**src/design/ps2m_pkg.sv**
```systemverilog
// shared types, codes and reset constants for the ps/2 mouse cursor tracker
`default_nettype none

package ps2m_pkg;

  localparam int COORD_BITS_DEF = 12;
  localparam int WHEEL_BITS_DEF = 16;

  localparam int CFG_DATA_W = 13;
  localparam int REG_IDX_W = 2;

  localparam logic [CFG_DATA_W-1:0] WIDTH_RESET  = 13'd1024;
  localparam logic [CFG_DATA_W-1:0] HEIGHT_RESET = 13'd768;

  localparam logic [REG_IDX_W-1:0] REG_SCREEN_WIDTH  = 2'd0;
  localparam logic [REG_IDX_W-1:0] REG_SCREEN_HEIGHT = 2'd1;
  localparam logic [REG_IDX_W-1:0] REG_WHEEL_MODE    = 2'd2;

  localparam logic [1:0] FUNC_BYTE   = 2'd0;
  localparam logic [1:0] FUNC_INJECT = 2'd1;
  localparam logic [1:0] FUNC_POLL   = 2'd2;

  localparam logic [2:0] ST_STORED  = 3'd0;
  localparam logic [2:0] ST_APPLIED = 3'd1;
  localparam logic [2:0] ST_OVF     = 3'd2;
  localparam logic [2:0] ST_RESYNC  = 3'd3;
  localparam logic [2:0] ST_IGNORED = 3'd4;
  localparam logic [2:0] ST_OTHER   = 3'd5;

  typedef struct packed {
    logic [1:0]         func;
    logic [7:0]         data_byte;
    logic               from_mouse;
    logic signed [15:0] delta_x;
    logic signed [15:0] delta_y;
    logic [7:0]         button_bits;
    logic signed [7:0]  wheel_delta;
  } in_item_t;

  typedef struct packed {
    logic [11:0]        cursor_x;
    logic [11:0]        cursor_y;
    logic [2:0]         buttons;
    logic               event_seen;
    logic signed [15:0] wheel_total;
    logic [2:0]         item_status;
  } out_item_t;

endpackage

`default_nettype wire

```
**src/design/ps2m_cfg.sv**
```systemverilog
// configuration registers and derived cursor bounds
`default_nettype none

module ps2m_cfg import ps2m_pkg::*; #(
  parameter int COORD_BITS = COORD_BITS_DEF
) (
  input  wire logic                  clk,
  input  wire logic                  rst,
  input  wire logic                  cfg_wr_en,
  input  wire logic [REG_IDX_W-1:0]  cfg_index,
  input  wire logic [CFG_DATA_W-1:0] cfg_data,
  output logic      [COORD_BITS-1:0] bound_x,
  output logic      [COORD_BITS-1:0] bound_y,
  output logic                       wheel_mode
);

  localparam int BW = CFG_DATA_W + 4;
  localparam logic [BW-1:0] CMAX = BW'((1 << COORD_BITS) - 1);

  logic [CFG_DATA_W-1:0] screen_width;
  logic [CFG_DATA_W-1:0] screen_height;

  function automatic logic [COORD_BITS-1:0] bound_of(input logic [CFG_DATA_W-1:0] scr);
    logic [BW-1:0] b;
    b = BW'(scr) - BW'(1);
    if (scr == '0) begin
      b = '0;
    end
    if (b > CMAX) begin
      b = CMAX;
    end
    return b[COORD_BITS-1:0];
  endfunction

  always_ff @(posedge clk) begin
    if (rst) begin
      screen_width  <= WIDTH_RESET;
      screen_height <= HEIGHT_RESET;
      wheel_mode    <= 1'b0;
    end else if (cfg_wr_en) begin
      case (cfg_index)
        REG_SCREEN_WIDTH:  screen_width  <= cfg_data;
        REG_SCREEN_HEIGHT: screen_height <= cfg_data;
        REG_WHEEL_MODE:    wheel_mode    <= cfg_data[0];
        default: ;
      endcase
    end
  end

  assign bound_x = bound_of(screen_width);
  assign bound_y = bound_of(screen_height);

endmodule

`default_nettype wire

```
**src/design/ps2m_core.sv**
```systemverilog
// packet assembly, cursor and wheel state, per-item result logic
`default_nettype none

module ps2m_core import ps2m_pkg::*; #(
  parameter int COORD_BITS = COORD_BITS_DEF,
  parameter int WHEEL_BITS = WHEEL_BITS_DEF
) (
  input  wire logic                  clk,
  input  wire logic                  rst,
  input  wire logic                  step,
  input  wire in_item_t              item,
  input  wire logic [COORD_BITS-1:0] bound_x,
  input  wire logic [COORD_BITS-1:0] bound_y,
  input  wire logic                  wheel_mode,
  output out_item_t                  result
);

  localparam int CMAX = (1 << COORD_BITS) - 1;
  localparam int HALF_W = int'(WIDTH_RESET) / 2;
  localparam int HALF_H = int'(HEIGHT_RESET) / 2;
  localparam logic [COORD_BITS-1:0] POS_X_RST = COORD_BITS'((HALF_W > CMAX) ? CMAX : HALF_W);
  localparam logic [COORD_BITS-1:0] POS_Y_RST = COORD_BITS'((HALF_H > CMAX) ? CMAX : HALF_H);
  localparam int SW = ((COORD_BITS > 16) ? COORD_BITS : 16) + 2;
  localparam int WW = WHEEL_BITS + 1;

  logic [1:0]                   byte_phase;
  logic [7:0]                   packet_bytes [3];
  logic [COORD_BITS-1:0]        pos_x;
  logic [COORD_BITS-1:0]        pos_y;
  logic [2:0]                   button_state;
  logic                         event_flag;
  logic signed [WHEEL_BITS-1:0] wheel_sum;

  logic [1:0]                   byte_phase_next;
  logic [COORD_BITS-1:0]        pos_x_next;
  logic [COORD_BITS-1:0]        pos_y_next;
  logic [2:0]                   button_state_next;
  logic                         event_flag_next;
  logic signed [WHEEL_BITS-1:0] wheel_sum_next;

  logic [COORD_BITS-1:0]        px0, py0, cx, cy;
  logic [7:0]                   b0, b1, b2;
  logic                         is_byte, inject, poll, complete, apply_pkt, apply_wheel, moved;
  logic signed [16:0]           dx_sel, dy_sel;
  logic signed [WW-1:0]         wsum, zsel;
  logic signed [WHEEL_BITS-1:0] wsat, wh_out;
  logic [2:0]                   status;

  function automatic logic [COORD_BITS-1:0] move_clamp(input logic [COORD_BITS-1:0] p,
                                                      input logic signed [16:0] d,
                                                      input logic [COORD_BITS-1:0] hi);
    logic signed [SW-1:0] s;
    logic [COORD_BITS-1:0] r;
    s = $signed({{(SW-COORD_BITS){1'b0}}, p}) + SW'(d);
    if (s[SW-1]) begin
      r = '0;
    end else if (s > $signed({{(SW-COORD_BITS){1'b0}}, hi})) begin
      r = hi;
    end else begin
      r = s[COORD_BITS-1:0];
    end
    return r;
  endfunction

  always_comb begin
    px0 = (pos_x > bound_x) ? bound_x : pos_x;
    py0 = (pos_y > bound_y) ? bound_y : pos_y;

    is_byte = (item.func == FUNC_BYTE) && item.from_mouse;
    inject  = (item.func == FUNC_INJECT);
    poll    = (item.func == FUNC_POLL);

    b0 = packet_bytes[0];
    b1 = packet_bytes[1];
    b2 = (byte_phase == 2'd2) ? item.data_byte : packet_bytes[2];

    complete  = is_byte && (((byte_phase == 2'd2) && !wheel_mode) || (byte_phase == 2'd3));
    apply_pkt = complete && !(|b0[7:6]);
    moved     = inject || apply_pkt;

    // packet deltas are 9-bit signed, y axis inverted
    if (inject) begin
      dx_sel = 17'(item.delta_x);
      dy_sel = 17'(item.delta_y);
    end else begin
      dx_sel = 17'($signed({b0[4], b1}));
      dy_sel = -17'($signed({b0[5], b2}));
    end
    cx = move_clamp(px0, dx_sel, bound_x);
    cy = move_clamp(py0, dy_sel, bound_y);

    apply_wheel = inject || (apply_pkt && wheel_mode);
    zsel = inject ? WW'(item.wheel_delta) : WW'($signed(item.data_byte[3:0]));
    wsum = WW'(wheel_sum) + zsel;
    if (wsum[WW-1] != wsum[WW-2]) begin
      wsat = wsum[WW-1] ? {1'b1, {(WHEEL_BITS-1){1'b0}}} : {1'b0, {(WHEEL_BITS-1){1'b1}}};
    end else begin
      wsat = wsum[WHEEL_BITS-1:0];
    end

    pos_x_next        = moved ? cx : px0;
    pos_y_next        = moved ? cy : py0;
    button_state_next = inject ? item.button_bits[2:0] : (apply_pkt ? b0[2:0] : button_state);
    event_flag_next   = moved ? 1'b1 : event_flag;
    wh_out            = apply_wheel ? wsat : wheel_sum;
    wheel_sum_next    = wh_out;

    byte_phase_next = byte_phase;
    status          = ST_IGNORED;
    if (is_byte) begin
      case (byte_phase)
        2'd0: begin
          if (item.data_byte[3]) begin
            byte_phase_next = 2'd1;
            status          = ST_STORED;
          end else begin
            status = ST_RESYNC;
          end
        end
        2'd1: begin
          byte_phase_next = 2'd2;
          status          = ST_STORED;
        end
        2'd2: begin
          if (wheel_mode) begin
            byte_phase_next = 2'd3;
            status          = ST_STORED;
          end else begin
            byte_phase_next = 2'd0;
            status          = apply_pkt ? ST_APPLIED : ST_OVF;
          end
        end
        default: begin
          byte_phase_next = 2'd0;
          status          = apply_pkt ? ST_APPLIED : ST_OVF;
        end
      endcase
    end else if (inject || poll) begin
      status = ST_OTHER;
    end

    result.cursor_x    = 12'(pos_x_next);
    result.cursor_y    = 12'(pos_y_next);
    result.buttons     = button_state_next;
    result.event_seen  = event_flag_next;
    result.wheel_total = 16'(wh_out);
    result.item_status = status;

    // poll reports, then clears
    if (poll) begin
      event_flag_next = 1'b0;
      wheel_sum_next  = '0;
    end
  end

  always_ff @(posedge clk) begin
    if (rst) begin
      byte_phase   <= 2'd0;
      pos_x        <= POS_X_RST;
      pos_y        <= POS_Y_RST;
      button_state <= 3'd0;
      event_flag   <= 1'b0;
      wheel_sum    <= '0;
    end else if (step) begin
      byte_phase   <= byte_phase_next;
      pos_x        <= pos_x_next;
      pos_y        <= pos_y_next;
      button_state <= button_state_next;
      event_flag   <= event_flag_next;
      wheel_sum    <= wheel_sum_next;
    end
  end

  always_ff @(posedge clk) begin
    if (step && is_byte) begin
      case (byte_phase)
        2'd0: begin
          if (item.data_byte[3]) begin
            packet_bytes[0] <= item.data_byte;
          end
        end
        2'd1: packet_bytes[1] <= item.data_byte;
        2'd2: packet_bytes[2] <= item.data_byte;
        default: ;
      endcase
    end
  end

endmodule

`default_nettype wire

```
**src/design/ps2_mouse_packet_cursor_tracker.sv**
```systemverilog
// top level of the ps/2 mouse packet decoder with cursor tracking
//
//   port group   dir   handshake              content
//   cfg_*        in    cfg_wr_en              register index and write data
//   in_*         in    in_valid / in_ready    in_item_t
//   out_*        out   out_valid / out_ready  out_item_t
//
// one item per cycle sustained while out_ready stays high; an item passes the input register, then the result register
// each item's update is one pass of add, clamp and saturate logic in the core
// reset clears packet phase, buttons, event flag and wheel sum, centers the cursor
// a stalled output holds its item while the input register still takes one more
`default_nettype none

module ps2_mouse_packet_cursor_tracker import ps2m_pkg::*; #(
  parameter int COORD_BITS = COORD_BITS_DEF,
  parameter int WHEEL_BITS = WHEEL_BITS_DEF
) (
  input  wire logic                  clk,
  input  wire logic                  rst,
  input  wire logic                  cfg_wr_en,
  input  wire logic [REG_IDX_W-1:0]  cfg_index,
  input  wire logic [CFG_DATA_W-1:0] cfg_data,
  input  wire logic                  in_valid,
  output logic                       in_ready,
  input  wire in_item_t              in_item,
  output logic                       out_valid,
  input  wire logic                  out_ready,
  output out_item_t                  out_item
);

  logic                  s1_valid;
  in_item_t              s1_item;
  logic                  adv;
  logic [COORD_BITS-1:0] bound_x;
  logic [COORD_BITS-1:0] bound_y;
  logic                  wheel_mode;
  out_item_t             result;

  assign adv      = s1_valid && (!out_valid || out_ready);
  assign in_ready = !s1_valid || adv;

  ps2m_cfg #(
    .COORD_BITS(COORD_BITS)
  ) u_cfg (
    .clk       (clk),
    .rst       (rst),
    .cfg_wr_en (cfg_wr_en),
    .cfg_index (cfg_index),
    .cfg_data  (cfg_data),
    .bound_x   (bound_x),
    .bound_y   (bound_y),
    .wheel_mode(wheel_mode)
  );

  ps2m_core #(
    .COORD_BITS(COORD_BITS),
    .WHEEL_BITS(WHEEL_BITS)
  ) u_core (
    .clk       (clk),
    .rst       (rst),
    .step      (adv),
    .item      (s1_item),
    .bound_x   (bound_x),
    .bound_y   (bound_y),
    .wheel_mode(wheel_mode),
    .result    (result)
  );

  always_ff @(posedge clk) begin
    if (rst) begin
      s1_valid  <= 1'b0;
      out_valid <= 1'b0;
    end else begin
      if (in_valid && in_ready) begin
        s1_valid <= 1'b1;
      end else if (adv) begin
        s1_valid <= 1'b0;
      end
      if (adv) begin
        out_valid <= 1'b1;
      end else if (out_ready) begin
        out_valid <= 1'b0;
      end
    end
  end

  always_ff @(posedge clk) begin
    if (in_valid && in_ready) begin
      s1_item <= in_item;
    end
    if (adv) begin
      out_item <= result;
    end
  end

endmodule

`default_nettype wire
```
**config.mk**
```make
export PLATFORM = sky130hd
export DESIGN_NAME = ps2_mouse_packet_cursor_tracker
export DESIGN_NICKNAME = d
export VERILOG_FILES = /design/src/design/ps2m_pkg.sv /design/src/design/ps2m_cfg.sv /design/src/design/ps2m_core.sv /design/src/design/ps2_mouse_packet_cursor_tracker.sv
export SDC_FILE = /design/constraint.sdc
export NUM_CORES = 1
export LEC_CHECK = 0
export ABC_CLOCK_PERIOD_IN_PS = 8440
export BUFFER_PORTS_ARGS = -buffer_cell sky130_fd_sc_hd__buf_2
export CELL_PAD_IN_SITES_DETAIL_PLACEMENT = 0
export CELL_PAD_IN_SITES_GLOBAL_PLACEMENT = 1
export CORE_MARGIN = 3
export CORE_UTILIZATION = 42
export DETAILED_ROUTE_END_ITERATION = 10
export MAX_ROUTING_LAYER = met4
export PLACE_DENSITY = 0.76
export SETUP_SLACK_MARGIN = 0.15
export SYNTH_ARGS = -nofsm -noshare
export SYNTH_HDL_FRONTEND = slang
export SYNTH_SLANG_ARGS = --single-unit
```
**constraint.sdc**
```tcl
create_clock -name clk -period 8.44 [get_ports clk]
set_input_delay 1.266 -clock clk [delete_from_list [all_inputs] [get_ports clk]]
set_output_delay 1.266 -clock clk [all_outputs]
set_load 0.02 [all_outputs]
```
==> impl_results.md, run 1 <==
* Dpl cells at approximately 1900
* Crit Path Class: register to register
* Arrival @ worst endpoint at roughly 8.4 ns
* CP Capture Type: register
* Pre-CTS setup slack at -0.4355 ns
* Site Rows at 62
* Worst slew pin tran at 1.095 ns
* Die area at roughly 0.032 mm^2
* Total Neg Setup Slack at 0 ns
* Placed inst area at 0.01428 mm^2
* Slowest cell on the critical path: or4_4
* DRC viols at 0
* CP bufs+invs at 7
* Most frequent cell after synthesis: nand2_1
* CTS root buffer: clkbuf_16
* Asr flop ratio synth at 0
* Area growth, synth to finish at 24.16%
* RSZ-0062 raised after global routing: yes
* Final Cell Area at around 0.016 mm^2
* Leak pwr at 6.331 nW
* Critical Path RT at 8.61 ns
* Initial antenna violation count at 2
* Number of flops mapped to enable cells by yosys at around 120
* Synth Cell Area at between 0.01 and 0.015 mm^2
* DRT iter0 DRCs at between 700 and 800
* Layout Cells excl Fill at about 2000
* Ys flop type: edfxtp_1
* I/O Pins at ~130
* Core Util, Final at 0.5362
* Core Region at about 0.029 mm^2
* Reg2Reg Capture Point: out_item[27]
* # setup viols final at 0
* CTS H-tree depth at 4
* Drt wl/cell at 17.53 um
* Clk Latency, worst-skew pair at 0.45 ns
* CP delay by family, top: compound AO/OA/AOI/OAI gates
* Final ANT Viol Nets at 0
* Final max-slew violation count at 0
* Final setup margin at 0.2360 ns
* Fin crit period at 8.204 ns
* Vias in the first global route at 10250
* Pwr/cell area at 199.0 mW/mm^2
* Yosys reg bits at 199
* Worst path max stage delay at 0.55 ns
* Routability congestion estimate at 0.9021
* Via count at 10760
* YS warnings at 0
* CTS buffer count at 17
* Net Count, Synth at 1525
* Buffers on Ports at 122
* Overall power at 3.105 mW
* Achievable clock frequency at 121.9 MHz
* Worst reg2reg startpoint: u_cfg.screen_height[7]
* Starting density of the core at 0.4319
* Routed vias/inst at approximately 5.4
* Post-synthesis cell type count at 90
* Worst VDD drop at roughly 0.15 mV
* Tcrit/Tclk final at 0.9720
* Layout cells sized above 1 at 0.2700
* Worst Setup EP: out_item[27]
* Status: completed
* Crit path depth at 43
* Clock tree buffer depth at 2
* Fin Clk Skew at 0.01488 ns
* CTS tree: done
* Chip height at 179.0 um
* Mean area per synthesized cell at 9.265 um^2
* Area fraction of the dominant cell type after synthesis at 0.2964
* Reg2Reg Setup Slack at 0.24 ns
* Sequential area share after synthesis at 0.4159
* Hold WC Path Type: register to register
* DP HPWL at 25.13 mm
* Synth area leaders: edfxtp_1 30%, dfxtp_1 12%, ha_1 8.7%
* Die Wd at approximately 180 um
* Setup crit start: u_cfg.screen_height[7]
* Synthesized netlist cell count at 1356
* Reg clk slew, reported paths at 0.07 ns
* Largest net degree at the start of global routing at 55
* First-pass GRT wire length at 54.05 mm
* Cell mode on critical path: buf_4
* R2R depth at 43
* Leading area contributor after synthesis: edfxtp_1
* Max Fanout on Critical Path at 8
* # nets final at 1745
* Worst setup SP type: register
* Final wirelength at 34.61 mm
* Relative slew slack at 0.2676
* Grt ovf at 0
* Drt pass-1 iters at 5
* Top cell types by occurrence after synthesis: 210 x nand2_1, 124 x edfxtp_1, 107 x a21oi_1
* Final Hold Fails at 0
* Fin Hold WS at 0.4564 ns
* Max Cap Viol at 0
* Num Clock Sinks at between 150 and 200
* Global Route Usage Sum at 0.2214
what timing repair did:
item,in CTS,in global routing
resized for setup,40,86
pin swaps,10,36
cloned,1,0
hold buffers,0,0
setup buffers,7,13
setup endpoints to repair,41,48
endpoints found under the hold margin,0,0
power breakdown:
group	switching [mW]	total, mW	internal [mW]
combinational	0.647	1.17	0.522
clock	0.393	0.810	0.417
sequential	0.0332	1.13	1.09
total	1.07	3.10	2.03
per-layer routing:
layer / wire length, um / global-route usage / part of all wire
met1: 16730 / 0.3054 / 0.48
met4: 403 / 0.04513 / 0.012
met2: 15980 / 0.3479 / 0.46
met3: 1503 / 0.03431 / 0.043
met5: 0 / - / 0
kinds of logic (layout without fill, tap and decap cells):
family / count (synthesis) / count (layout) / synth area share
other: 0 / 2 / 0
xor gates and xnor gates: 54 / 54 / 0.03824
DFF: 199 / 199 / 0.4159
buffers and inverters: 102 / 335 / 0.03386
muxes: 54 / 54 / 0.04482
and+or+nand+nor: 457 / 457 / 0.1745
AOI/OAI and AO/OA: 397 / 397 / 0.1986
adders and majority gates: 93 / 93 / 0.09411
how the worst min path moves through the flow:
stage | slack (ns) | startpoint | depth (start not counted) | to
final | 0.46 | u_core.button_state[2] | 2 | u_core.button_state[2]
after global routing | 0.49 | u_core.button_state[2] | 2 | u_core.button_state[2]
after detailed placement | 0.45 | u_core.button_state[2] | 2 | u_core.button_state[2]
after floorplan | 0.43 | u_core.pos_y[0] | 2 | u_core.pos_y[0]
after global placement | 0.44 | u_core.button_state[0] | 2 | u_core.button_state[0]
after CTS | 0.46 | u_core.button_state[2] | 2 | u_core.button_state[2]
tightest hold or removal path, stage by stage, from the launching register on:
cell	delay [ns]
dfxtp_1	0.31
nand2_1	0.05
a21oi_1	0.05
state kept, by name, indices dropped and copies added (netlist names), 12 cells and up:
signal               cells
u_core.pos_x            12
u_core.pos_y            12
u_cfg.screen_height     13
s1_item                 54
u_cfg.screen_width      13
u_core.packet_bytes     23
out_item                47
u_core.wheel_sum        16
placed cells by master, fill, tap and decap left out, types with 7 or more instances in the layout:
cell       count
nand3_1       22
or3_1          9
buf_2        122
a31oi_1       13
a21oi_2        7
o21ai_1       39
ha_1          79
mux2_2        17
buf_4        125
a21o_1        27
mux2i_4       11
o21bai_1      10
and2_1         9
o21ai_0       84
o21ai_2       11
a22oi_1       14
nor3_1        18
nor2b_1       12
dfxtp_1       71
nor2_1        81
mux2i_1       22
xor2_1        19
nand2b_1      13
a211oi_1      10
nand2_1      207
nand4_1        9
xnor2_1       32
clkbuf_16     17
o21a_1        11
a311oi_1       9
inv_1         42
and3_1         9
edfxtp_1     124
a21oi_1      100
final cells by class:
| class | count | area, um^2 |
|---|---|---|
| Multi-Input combinational cell | 1055 | 7448 |
| Clock inverter | 14 | 142.6 |
| Tap cell | 384 | 480.5 |
| Sequential cell | 199 | 5233 |
| Inverter | 47 | 176.4 |
| Fill cell | 2625 | 13490 |
| Antenna cell | 2 | 5.005 |
| Timing Repair Buffer | 256 | 1684 |
| Clock buffer | 18 | 429.2 |
Power figures use the tool's default switching activity.
==> run 2: changes to the inputs <==
- ABC_AREA: default -> 1
- CAP_MARGIN: default -> 30
- CORE_UTILIZATION: 42 -> 40
==> impl_results.md, run 2 <==
* Post-cts resize count at 0
* Starting density of the core at 0.4074
* Relative slew slack at 0.3740
* Synthesized netlist cell count at 1589
* Number of flops mapped to enable cells by yosys at 124
* Total Neg Setup Slack at 0 ns
* Sequential area share after synthesis at 0.4182
* YS warnings at 0
* Number of flip-flops under the largest register name at 54
* Post-synthesis cell type count at 49
* Routed vias/inst at around 5
* Net Count, Synth at 1758
* I/O Pins at 128
* CP bufs+invs at 4
* Hold depth at 2
* Leading area contributor after synthesis: edfxtp_1
* Hold WC Path Type: register to register
* Crit path depth at 45
* Drt pass-1 iters at 5
* Core Region at 0.03067 mm^2
* Final setup margin at 1.035 ns
* CTS tree: done
* Achievable clock frequency at 135.1 MHz
* Synth area leaders: edfxtp_1 30%, dfxtp_1 12%, nand2_1 12%
* CP Capture Type: register
* Initial antenna violation count at 0
* Worst slew pin tran at 0.9380 ns
* Worst setup SP type: register
* Pwr/cell area at 215.9 mW/mm^2
* Worst path max stage delay at 0.57 ns
* Most common cell after layout, fill and taps aside: nand2_1
* Asr flop ratio synth at 0
* Number of diodes at 0
* Synth Cell Area at 0.01249 mm^2
* DP HPWL at about 23 mm
* Reg clk slew, reported paths at 0.08 ns
* Area growth, synth to finish at 12.74%
* Vias in the first global route at 9917
* Slowest cell on the critical path: a31oi_1
* DRT iter0 DRCs at about 620
* Final max-slew violation count at 0
* Grt ovf at 0
* Most frequent cells in the layout: 388 x nand2_1, 172 x inv_1, 153 x nor2_1
* Mean area per synthesized cell at 7.862 um^2
* Tcrit/Tclk final at 0.8773
* Max Cap Viol at 0
* Layout cells sized above 1 at 0.1548
* Num Clock Sinks at 199
* Critical Path RT at ~8.8 ns
* Post-CTS Setup Bufs at 0
* Clk Latency, worst-skew pair at 0.46 ns
* # setup viols final at 0
* Worst VDD drop at roughly 0.15 mV
* Crit Path Class: register to register
* Buffers on Ports at about 120
* Fin crit period at 7.405 ns
* Status: completed
* Final ANT Viol Nets at 0
* Leak pwr at 6.676 nW
* Arrival @ worst endpoint at 7.81 ns
* Most frequent cell after synthesis: nand2_1
* Max Fanout on Critical Path at 24
* Drt wl/cell at approximately 15 um
* Global Route Usage Sum at 0.1963
* Dpl cells at 2069
* Via count at around 10000
* Pre-CTS setup slack at 1.051 ns
* Fillcell total at 3085
* # nets final at 1861
* Chip height at 182.7 um
* DRC viols at 0
* First-pass GRT wire length at ~50 mm
* CP delay by family, top: simple AND/OR/NAND/NOR gates
* R2R depth at 45
* Overall power at 3.041 mW
* Fin Clk Skew at 0.01383 ns
* Area fraction of the dominant cell type after synthesis at 0.2980
* Biggest regs: s1_item (54), out_item (47), u_core.packet_bytes (23)
* Site Rows at 64
* RSZ-0062 raised after global routing: no
* Hold Buf Count CTS at 0
* Biggest register: s1_item
* Die Wd at 182.7 um
* Cell mode on critical path: nand2_1
* CTS buffer count at 17
* Top cell types by occurrence after synthesis: 388 x nand2_1, 174 x inv_1, 155 x nor2_1
* Layout Cells excl Fill at 2101
* Final Hold Fails at 0
* Die area at 0.03339 mm^2
* Clock tree buffer depth at 2
* CTS root buffer: clkbuf_16
* Ys flop type: edfxtp_1
* Yosys reg bits at 199
* Final wirelength at 31.51 mm
* CTS H-tree depth at 4
* Routability congestion estimate at between 0.8 and 0.9
* Largest net degree at the start of global routing at a little under 70
## run 2: path summary, 6_finish.rpt
path / slack (ns) / from / endpoint
setup / recovery: 1.04 / u_cfg.screen_height[0] / u_core.pos_y[7]
hold / removal: 0.49 / u_core.event_flag / u_core.event_flag
setup reg to reg: 1.04 / u_cfg.screen_height[0] / u_core.pos_y[7]
hold reg to reg: 0.49 / u_core.event_flag / u_core.event_flag
## run 2: worst reg2reg max path, delay by kind of cell, from the launching register on
family          cells  cell delay (ns)
flops               1             0.32
simple gates       26             3.10
buf+inv             4             0.30
compound gates     10             2.09
xor+xnor            1             0.23
fa+ha+maj           4             1.30
## run 2: area by class of cell
cell class,count,area [um^2],share of cell area
multi-input cells,1155,6354,0.4511
flip-flops and latches,199,5225,0.3710
inverters,189,710.7,0.05046
repair buffers,130,668.1,0.04744
well taps,396,495.5,0.03518
clock buffers,18,429.2,0.03047
clock inverters,14,202.7,0.01439
## run 2: through the flow
| stage | hold WS [ns] | utilization | instance area (um^2) |
|---|---|---|---|
| 6_report | 0.4867 | 0.4592 | 14080 |
| 3_5_place_dp | 0.4736 | 0.4385 | 13450 |
| 5_1_grt | 0.5141 | 0.4592 | 14080 |
| 3_3_place_gp | 0.4642 | 0.4383 | 13440 |
| 4_1_cts | 0.4847 | 0.4591 | 14080 |
| 2_1_floorplan | 0.4366 | - | 12490 |
## run 2: routing by layer
| metal | vias up | track usage | wire length [um] |
|---|---|---|---|
| li1 | 5471 | - | - |
| met1 | 4791 | 0.2687 | 15540 |
| met2 | 208 | 0.3053 | 14230 |
| met3 | 24 | 0.03054 | 1322 |
| met4 | 0 | 0.05180 | 416 |
| met5 | - | - | 0 |
## run 2: cell families (layout without fill, tap and decap cells)
| kind of cell | Yosys count | after routing | share of synthesized area |
|---|---|---|---|
| simple gates | 756 | 756 | 0.2692 |
| mux | 1 | 1 | 0.0008012 |
| fa+ha+maj | 90 | 90 | 0.09194 |
| xor+xnor | 44 | 44 | 0.03085 |
| buf+inv | 235 | 351 | 0.07401 |
| compound gates | 264 | 264 | 0.1150 |
| flops | 199 | 199 | 0.4182 |
## run 2: report_power, final
| group | internal [mW] | switching [mW] |
|---|---|---|
| Combinational | 0.361 | 0.669 |
| Clock | 0.458 | 0.418 |
| Sequential | 1.10 | 0.0345 |
